## config.mk

```make
export PLATFORM = sky130hd
export DESIGN_NAME = ecs_controller
export DESIGN_NICKNAME = d
export VERILOG_FILES = /design/src/hw/rtl/ecs_pkg.sv /design/src/hw/rtl/ecs_controller.sv
export VERILOG_INCLUDE_DIRS = /design/src /design/src/hw/rtl
export SDC_FILE = /design/constraint.sdc
export NUM_CORES = 1
export LEC_CHECK = 0
export BUFFER_PORTS_ARGS = -buffer_cell sky130_fd_sc_hd__buf_2
export CAP_MARGIN = 5
export CORE_AREA = 2 2 39 41
export CTS_BUF_LIST = sky130_fd_sc_hd__clkbuf_8
export DETAILED_ROUTE_END_ITERATION = 6
export DIE_AREA = 0 0 41 43
export GPL_TIMING_DRIVEN = 1
export PLACE_DENSITY = 0.49
export SYNTH_ARGS = -nofsm -noshare
export SYNTH_HDL_FRONTEND = slang
export SYNTH_SLANG_ARGS = --single-unit
```

## constraint.sdc

```tcl
create_clock -name clk_i -period 1.42 [get_ports clk_i]
set_input_delay 0 -clock clk_i [delete_from_list [all_inputs] [get_ports clk_i]]
set_output_delay 0 -clock clk_i [all_outputs]
set_load 0.02 [all_outputs]
```

## src/hw/rtl/ema_crossover_signal_core_assert.svh

```systemverilog
// Assertion macros shared by the crossover signal core modules.
// Both sample on the rising edge of clk_i and are disabled while rst_ni is low.
`ifndef EMA_CROSSOVER_SIGNAL_CORE_ASSERT_SVH
`define EMA_CROSSOVER_SIGNAL_CORE_ASSERT_SVH

`define ECS_ASSERT(name, prop, msg) \
  name: assert property (@(posedge clk_i) disable iff (!rst_ni) (prop)) else $error(msg);

`define ECS_ASSERT_NEXT(name, pre, post, msg) \
  name: assert property (@(posedge clk_i) disable iff (!rst_ni) (pre) |=> (post)) \
    else $error(msg);

`endif

```

## src/hw/rtl/ecs_pkg.sv

```systemverilog
// ----------------------------------------------------------------------------
// ecs_pkg
// Types and constants shared by the crossover signal core.
// ----------------------------------------------------------------------------
package ecs_pkg;

  localparam int LONG_TAPS  = 11;
  localparam int SHORT_TAPS = 6;

  localparam int PRICE_W   = 32;
  localparam int TIME_W    = 32;
  localparam int Q_W       = 16;
  localparam int MULT_W    = Q_W + 1;
  localparam int TERM_W    = PRICE_W + Q_W;
  localparam int SUM_W     = TERM_W + $clog2(LONG_TAPS);
  localparam int LO_W      = 32;
  localparam int HI_W      = SUM_W - LO_W;
  localparam int PROD_LO_W = MULT_W + LO_W;
  localparam int PROD_HI_W = MULT_W + HI_W;
  localparam int PROD_W    = MULT_W + SUM_W;
  localparam int CNT_W     = $clog2(LONG_TAPS + 1);
  localparam int IDX_W     = $clog2(LONG_TAPS);

  localparam logic [MULT_W-1:0] Q_ONE = MULT_W'(1) << Q_W;

  localparam int CFG_IDX_W = 8;
  localparam int CFG_DATA_W = 16;
  localparam logic [CFG_IDX_W-1:0] CFG_SMOOTHING = CFG_IDX_W'(0);
  localparam logic [CFG_IDX_W-1:0] CFG_MARGIN    = CFG_IDX_W'(1);

  localparam logic [Q_W-1:0] ALPHA_RESET  = Q_W'(26214);
  localparam logic [Q_W-1:0] MARGIN_RESET = Q_W'(3277);

  typedef struct packed {
    logic [PRICE_W-1:0] open_price;
    logic [TIME_W-1:0]  bar_time;
  } in_t;

  typedef struct packed {
    logic              signal_direction;
    logic [TIME_W-1:0] signal_time;
  } out_t;

  typedef struct packed {
    logic load;
    logic mul;
    logic acc;
    logic cmp_lo;
    logic cmp_hi;
    logic emit;
  } cmd_t;

  typedef struct packed {
    logic last_tap;
    logic fire;
  } status_t;

endpackage

```

## src/hw/rtl/ecs_controller.sv

```systemverilog
// ----------------------------------------------------------------------------
// ecs_controller
// Sequencer for one bar: load, multiply and accumulate per tap, two partial
// products for the test, then decide and pass a firing signal to the output stage.
// ----------------------------------------------------------------------------
`include "ema_crossover_signal_core_assert.svh"

module ecs_controller (
  input  logic             clk_i,
  input  logic             rst_ni,
  input  logic             in_valid_i,
  output logic             in_ready_o,
  output logic             out_valid_o,
  input  logic             out_ready_i,
  input  ecs_pkg::status_t status_i,
  output ecs_pkg::cmd_t    cmd_o
);
  import ecs_pkg::*;

  localparam logic [2:0] S_IDLE   = 3'd0;
  localparam logic [2:0] S_MUL    = 3'd1;
  localparam logic [2:0] S_ACC    = 3'd2;
  localparam logic [2:0] S_CMP_LO = 3'd3;
  localparam logic [2:0] S_CMP_HI = 3'd4;
  localparam logic [2:0] S_DECIDE = 3'd5;

  logic [2:0] state_q, state_d;
  logic       out_valid_q, out_valid_d;
  logic       slot_free;

  assign slot_free   = !out_valid_q || out_ready_i;
  assign in_ready_o  = (state_q == S_IDLE);
  assign out_valid_o = out_valid_q;

  always_comb begin
    state_d = state_q;
    cmd_o   = '0;
    out_valid_d = out_valid_q && !out_ready_i;
    unique case (state_q)
      S_IDLE: begin
        if (in_valid_i) begin
          cmd_o.load = 1'b1;
          state_d    = S_MUL;
        end
      end
      S_MUL: begin
        cmd_o.mul = 1'b1;
        state_d   = S_ACC;
      end
      S_ACC: begin
        cmd_o.acc = 1'b1;
        state_d   = status_i.last_tap ? S_CMP_LO : S_MUL;
      end
      S_CMP_LO: begin
        cmd_o.cmp_lo = 1'b1;
        state_d      = S_CMP_HI;
      end
      S_CMP_HI: begin
        cmd_o.cmp_hi = 1'b1;
        state_d      = S_DECIDE;
      end
      S_DECIDE: begin
        if (!status_i.fire) begin
          state_d = S_IDLE;
        end else if (slot_free) begin
          cmd_o.emit  = 1'b1;
          out_valid_d = 1'b1;
          state_d     = S_IDLE;
        end
      end
      default: state_d = S_IDLE;
    endcase
  end

  always_ff @(posedge clk_i or negedge rst_ni) begin
    if (!rst_ni) begin
      state_q     <= S_IDLE;
      out_valid_q <= 1'b0;
    end else begin
      state_q     <= state_d;
      out_valid_q <= out_valid_d;
    end
  end

  `ECS_ASSERT(a_emit_slot, cmd_o.emit |-> (!out_valid_q || out_ready_i), "Beat overwritten.")
  `ECS_ASSERT_NEXT(a_accept_starts, in_valid_i && in_ready_o, state_q == S_MUL, "No tap walk.")
  `ECS_ASSERT_NEXT(a_loop, state_q == S_ACC && !status_i.last_tap, state_q == S_MUL, "Cut short.")

endmodule

```

# Word-level counts from Yosys, hierarchy flattened
# Index checks and enable logic that the tools add are counted.
# word_totals
regBits	4
# op_classes
n_eq_ne	7
mux	17
reduce_logical	6
# ops
op	n
case mux 3 bit (6 select lines)	1
two-way mux 1 bit	12
two-way mux 3 bit	3
equality test 3 x 2 -> 1 bit, second input constant	2
equality test 3 bit, second input constant	2
equality test 3 x 1 -> 1 bit, second input constant	1
zero test 3 bit	1
inequality test 3 bit, second input constant	1
zero test 1 bit	2
two-way mux 2 bit	1
inequality test 2 bit, second input constant	1
AND reduction 2 bit	1
logical AND 1 bit	1
logical OR 1 bit	1

# Logic depth before layout (Yosys ltp)
# Gate-level depths: netlist of the first run.
# depth
ltp_word	5
mapped_depth	3

# Least setup slack after synthesis of the first run
# Ideal clock, no wire load.
# synth_timing
kind	reg2out
start	register state_q[1]
end	output port cmd_o[5] (netlist bit)
setup_slack_ns	0.070
path_stages_with_launch	4
t_arrival_ns	1.350
path_buffers	1
cell_sequence	dfrtp_1 > buf_6 > nor3_1 > and2_1
# synth_lines
item	line_no	text
start: declaration	ecs_controller.sv:27	logic [2:0] state_q, state_d;
start signal: assignment	ecs_controller.sv:80	state_q <= state_d;
end: declaration	ecs_controller.sv:16	output ecs_pkg::cmd_t cmd_o

==> results of run 1 <==
==> cells in the mapped netlist <==
master	instances
nand4b_1	2
o21ai_0	1
or2b_1	1
nor3b_2	2
nor3_1	2
nand3b_1	2
a21oi_1	1
dfrtp_1	4
o211ai_2	1
buf_4	1
or3b_1	1
a221oi_1	1
and2_1	1
a21o_1	1
buf_6	1
inv_1	4
==> what timing repair did <==
item	in CTS	in global routing
endpoints found under the hold margin	6	0
gates resized for setup	0	1
endpoints found under the setup margin	0	1
hold buffers	3	0
==> layout make-up <==
type	instances	share of cell area [%]
multi-input cells	16	32.1
inverters	4	3.74
well taps	16	4.98
clock buffers	3	10.3
repair buffers	16	23.7
flip-flops and latches	4	25.2
==> stage by stage <==
stage	power (µW)	setup WS (ns)
after floorplan	553	0.0698
after CTS	884	0.0607
after global routing	943	0.0188
after detailed placement	631	0.302
after global placement	633	0.302
final	876	0.0929
==> sequential cells by signal (all words and copies together) (netlist names) <==
signal and cells:
state_q 3, out_valid_o 1
==> power groups by stage <==
stage / logic (µW) / registers [µW] / clock network, µW
after floorplan: 352 / 201 / 0
after detailed placement: 374 / 257 / 0
after global placement: 373 / 260 / 0
after global routing: 415 / 272 / 256
final: 374 / 262 / 240
after CTS: 381 / 256 / 246
==> per-layer routing <==
layer  GRT usage [%]  up-vias
li1                -      126
met1            11.4      109
met2            9.38       10
met3            3.14        0
met4            6.00        0
met5               0        -
==> kinds of logic after synthesis <==
kind of cell / count (synthesis) / synth area share [%]
DFF: 4 / 38.1
and+or+nand+nor: 11 / 34.3
AOI/OAI and AO/OA: 5 / 14.8
buffers and inverters: 6 / 12.9
==> worst paths after layout <==
| check | start | end |
|---|---|---|
| setup / recovery | state_q[1]$_DFFE_PN0P_ | cmd_o[1] |
| hold / removal | status_i[0] | state_q[0]$_DFFE_PN0P_ |
| setup reg to reg | state_q[1]$_DFFE_PN0P_ | state_q[2]$_DFFE_PN0P_ |
| hold reg to reg | out_valid_o$_DFF_PN0_ | out_valid_o$_DFF_PN0_ |
| max in group asynchronous | rst_ni | state_q[2]$_DFFE_PN0P_ |
| min in group asynchronous | rst_ni | state_q[1]$_DFFE_PN0P_ |
==> critical path, cell delays in order (launching register included) <==
cell	delay [ns]
dfrtp_1	0.45
or3b_1	0.44
inv_1	0.07
buf_2	0.15
==> impl_metrics.env, run 1 <==
export IMPL_hpwl_um=380
export IMPL_grtUsageTotal_pct=8.07
export IMPL_rsz0062_at_grt="false"
export IMPL_grt_overflow=0
export IMPL_clockBufferDepth=2
export IMPL_ys_types=16
export IMPL_synthesis_nets=32
export IMPL_cp_start_kind="flip-flop"
export IMPL_dp_cells=53
export IMPL_grt_max_degree=11
export IMPL_power_internal_uw=515
export IMPL_comb_power_share_pct=42.8
export IMPL_fp_dieW_um=41
export IMPL_finClkSkew_ns=0.000475
export IMPL_setup_violations=0
export IMPL_p_switching_uw=361
export IMPL_hold_path_class="input pin to flip-flop"
export IMPL_portBuffers=13
export IMPL_cellLeakagePower_uw=0.000213
export IMPL_utilization_pct=29.0
export IMPL_met3WireLength_um=51
export IMPL_slew_viol_final=0
export IMPL_yosysTopAreaCell="dfrtp_1"
export IMPL_synth_cells=26
export IMPL_cap_violations=0
export IMPL_multi_input_area_um2=129
export IMPL_critical_path_arrival_ns=1.33
export IMPL_clock_latency_ns=0.21
export IMPL_final_common_cell="buf_2"
export IMPL_yosysWarnings=0
export IMPL_r2r_cells=2
export IMPL_clkSinkCount=4
export IMPL_htree_levels=1
export IMPL_die_area_mm2=0.00176
export IMPL_dr_wl_met2_um=210
export IMPL_rrSetupSlack_ns=0.37
export IMPL_mostFrequentLayoutCells="13 x buf_2, 4 x inv_1, 3 x clkbuf_8, 3 x dlygate4sd3_1, 3 x dfrtp_1"
export IMPL_switching_share_pct=41.2
export IMPL_routed_top_layer="met3"
export IMPL_setup_worst_path_end_class="output pin"
export IMPL_routedWlPerCell_um=9.03
export IMPL_grt_pass1_vias=233
export IMPL_synth_area_leaders="dfrtp_1 38%, nor3b_2 9.5%, nand4b_1 6.7%"
export IMPL_ys_seq_area_share_pct=38.1
export IMPL_required_ns=1.42
export IMPL_areaGrowthSynthToFinish_pct=52.9
export IMPL_cts_buffers=3
export IMPL_p_per_area_mw_per_mm2=2180
export IMPL_clkTransAtPathRegs_ns=0.03
export IMPL_critical_path_class="flip-flop to output pin"
export IMPL_initial_core_util_pct=19.0
export IMPL_via_per_inst=4.15
export IMPL_post_cts_setup_buffer_count=0
export IMPL_seq_area_um2=101
export IMPL_critPathMaxFanout=9
export IMPL_setup_tns_ns=0
export IMPL_pin_count=14
export IMPL_num_vias=245
export IMPL_drc=0
export IMPL_maxSlewHeadroom_pct=83.4
export IMPL_ys_ff_latch=4
export IMPL_m1WireLength_um=272
export IMPL_antenna_left=0
export IMPL_final_area_um2=402
export IMPL_placed_cell_area_um2=329
export IMPL_seqPwrFrac_pct=29.9
export IMPL_hold_viol_final=0
export IMPL_wl_um=533
export IMPL_irDropWorstVdd_uv=811
export IMPL_fin_nets=51
export IMPL_syn_area_per_cell_um2=10.1
export IMPL_antenna_found_initial=0
export IMPL_period_minus_slack_ns=1.33
export IMPL_drive_gt1_share_pct=46.5
export IMPL_antennaDiodeCount=0
export IMPL_cts_tree="yes"
export IMPL_synth_top_area_share_pct=38.1
export IMPL_hold_path_depth=3
export IMPL_worst_hold_slack_ns=0.0994
export IMPL_fin_crit_sh_pct=93.5
export IMPL_gp_congestion=0.671
export IMPL_num_fill_cells=157
export IMPL_status="finished clean"
export IMPL_cts_root_buf="clkbuf_8"
export IMPL_timing_fmax_ghz=0.754
export IMPL_worstMarginPinSlew_ns=0.249
export IMPL_finalNonFillerCells=59
export IMPL_drtPass1Iterations=1
export IMPL_placementRows=14
export IMPL_fp_coreArea_mm2=0.00138
export IMPL_grt_pass1_wl_um=945
export IMPL_drt_iter0_markers=0
export IMPL_power_frac_clock_pct=27.4
export IMPL_netlist_area_um2=263
export IMPL_dieHeight_um=43
Power figures use the tool's default switching activity.
==> run 2: changes to the inputs <==
Settings changed: HOLD_SLACK_MARGIN from default to 0.05.
Clock period 1.42 ns to 1.39 ns, I/O delays scaled along.
==> run 2 against run 1 <==
Against the previous run:
- routed wire length stayed put
- combinational power is 2% higher
- worst hold slack stayed put
- cell area is 0.31% higher
- total power is 2.5% higher
- cell count stayed put
- utilization is 0.090 points higher
- sequential share of layout area is 0.23 points higher
- first-iteration DRC count stayed put
- global-route usage stayed put
- die area stayed put
- clock-buffer cell count stayed put
==> impl_metrics.env, run 2 (same netlist as run 1, synthesis figures left out) <==
export IMPL_placementRows=14
export IMPL_post_cts_setup_buffer_count=0
export IMPL_setup_violations=0
export IMPL_required_ns=1.39
export IMPL_num_fill_cells=156
export IMPL_portBuffers=13
export IMPL_r2r_cells=2
export IMPL_crit_chain="or3b_1 -> inv_1 -> buf_2"
export IMPL_grtUsageTotal_pct=8.07
export IMPL_pin_count=14
export IMPL_routed_top_layer="met3"
export IMPL_p_switching_uw=369
export IMPL_reg2reg_to="state_q[2]$_DFFE_PN0P_"
export IMPL_drtPass1Iterations=1
export IMPL_hold_viol_final=0
export IMPL_drive_gt1_share_pct=48.8
export IMPL_antenna_left=0
export IMPL_layout_setup_ws_ns=0.0846
export IMPL_rsz0062_at_grt="false"
export IMPL_power_frac_clock_pct=27.3
export IMPL_comb_power_share_pct=42.6
export IMPL_min_from="status_i[0]"
export IMPL_cts_buffers=3
export IMPL_critPathTopFamily="flip-flops"
export IMPL_initial_core_util_pct=19.0
export IMPL_power_internal_uw=529
export IMPL_setup_tns_ns=0
export IMPL_worstMarginPinSlew_ns=0.224
export IMPL_cp_start_kind="flip-flop"
export IMPL_routedWlPerCell_um=9.03
export IMPL_met3WireLength_um=51
export IMPL_critPathSlowestCell="dfrtp_2"
export IMPL_hpwl_um=380
export IMPL_largest_reg_flops=3
export IMPL_wl_um=533
export IMPL_status="finished clean"
export IMPL_timing_fmax_ghz=0.766
export IMPL_grt_max_degree=11
export IMPL_clockBufferDepth=2
export IMPL_hold_path_class="input pin to flip-flop"
export IMPL_maxSlewHeadroom_pct=85.1
export IMPL_die_area_mm2=0.00176
export IMPL_fin_crit_sh_pct=93.9
export IMPL_p_per_area_mw_per_mm2=2230
export IMPL_cpPeakStageDelay_ns=0.45
export IMPL_drc=0
export IMPL_fin_nets=51
export IMPL_dieHeight_um=43
export IMPL_setup_worst_path_end_class="output pin"
export IMPL_mostFrequentLayoutCells="13 x buf_2, 4 x inv_1, 3 x clkbuf_8, 3 x dlygate4sd3_1"
export IMPL_grt_overflow=0
export IMPL_period_minus_slack_ns=1.31
export IMPL_drt_iter0_markers=0
export IMPL_dr_wl_met2_um=210
export IMPL_slew_viol_final=0
export IMPL_rrSetupSlack_ns=0.37
export IMPL_grt_pass1_wl_um=945
export IMPL_cts_tree="yes"
export IMPL_fp_dieW_um=41
export IMPL_clkTransAtPathRegs_ns=0.03
export IMPL_clock_latency_ns=0.21
export IMPL_m1WireLength_um=272
export IMPL_cts_root_buf="clkbuf_8"
export IMPL_worstReg2RegStart="state_q[1]$_DFFE_PN0P_"
export IMPL_clkSinkCount=4
export IMPL_path_buf_inv=2
export IMPL_critical_path_class="flip-flop to output pin"
export IMPL_grt_pass1_vias=233
export IMPL_areaGrowthSynthToFinish_pct=53.3
export IMPL_num_vias=245
export IMPL_critPathMaxFanout=9
export IMPL_min_to="state_q[0]$_DFFE_PN0P_"
export IMPL_finClkSkew_ns=0.000474
export IMPL_irDropWorstVdd_uv=770
export IMPL_top_register="state_q"
export IMPL_switching_share_pct=41.1
export IMPL_cellLeakagePower_uw=0.000212
export IMPL_pre_cts_ws_ns=0.272
export IMPL_utilization_pct=29.1
export IMPL_hold_path_depth=3
export IMPL_htree_levels=1
export IMPL_antennaDiodeCount=0
export IMPL_fp_coreArea_mm2=0.00138
export IMPL_critical_path_arrival_ns=1.31
export IMPL_final_common_cell="buf_2"
export IMPL_antenna_found_initial=0
export IMPL_cap_violations=0
export IMPL_gp_congestion=0.671
export IMPL_seqPwrFrac_pct=30.1
export IMPL_via_per_inst=4.15
-- run 2: changes by cell type in the layout (fill, tap and decap cells not counted) --
| cell | before | now |
|---|---|---|
| dfrtp_1 | 3 | 2 |
| dfrtp_2 | 1 | 2 |
-- run 2: power by group through the flow --
stage / clock [µW] / sequential, µW / combinational [µW]
final: 245 / 270 / 383
after global routing: 262 / 281 / 425
after CTS: 252 / 262 / 389
after detailed placement: 0 / 263 / 382
after global placement: 0 / 266 / 381
after floorplan: 0 / 205 / 360
-- run 2: through the flow --
step	area (µm²)	total power [µW]	hold WS, ns	instances
after detailed placement	329	644	-0.190	53
final	403	898	0.0994	59
after CTS	400	903	0.100	59
after global routing	403	967	0.122	59
after floorplan	263	565	-0.296	26
after global placement	329	647	-0.189	53
-- run 2: tightest hold or removal path, stage by stage --
cell	delay [ns]
buf_2	0.11
nand4b_1	0.08
a221oi_1	0.06
-- run 2: how the worst max path moves through the flow --
stage / cells after the start / to / startpoint / slack [ns]
2_1_floorplan: 3 / cmd_o[5] / state_q[1]$_DFFE_PN0P_ / 0.04
3_3_place_gp: 3 / cmd_o[1] / state_q[2]$_DFFE_PN0P_ / 0.27
3_5_place_dp: 3 / cmd_o[1] / state_q[2]$_DFFE_PN0P_ / 0.27
4_1_cts: 3 / cmd_o[1] / state_q[2]$_DFFE_PN0P_ / 0.03
5_1_grt: 3 / cmd_o[1] / state_q[1]$_DFFE_PN0P_ / 0.02
6_report: 3 / cmd_o[1] / state_q[1]$_DFFE_PN0P_ / 0.08
-- run 2: cell type report --
class / instances / area, µm² / area share [%]
multi-input combinational: 16 / 129 / 32.0
clock buffer: 3 / 41.3 / 10.2
timing repair buffer: 16 / 95.1 / 23.6
inverter: 4 / 15.0 / 3.73
sequential: 4 / 103 / 25.5
tap: 16 / 20.0 / 4.97
-- run 2: per-layer routing --
layer / GRT usage (%) / vias to the layer above
li1: - / 126
met1: 11.4 / 109
met2: 9.38 / 10
met3: 3.14 / 0
met4: 6.00 / 0
met5: 0 / -
-- run 2: what timing repair did --
action,4_1_cts,5_1_grt
endpoints found under the setup margin,0,1
hold buffers,3,0
hold endpoints to repair,6,0
resized for setup,0,2
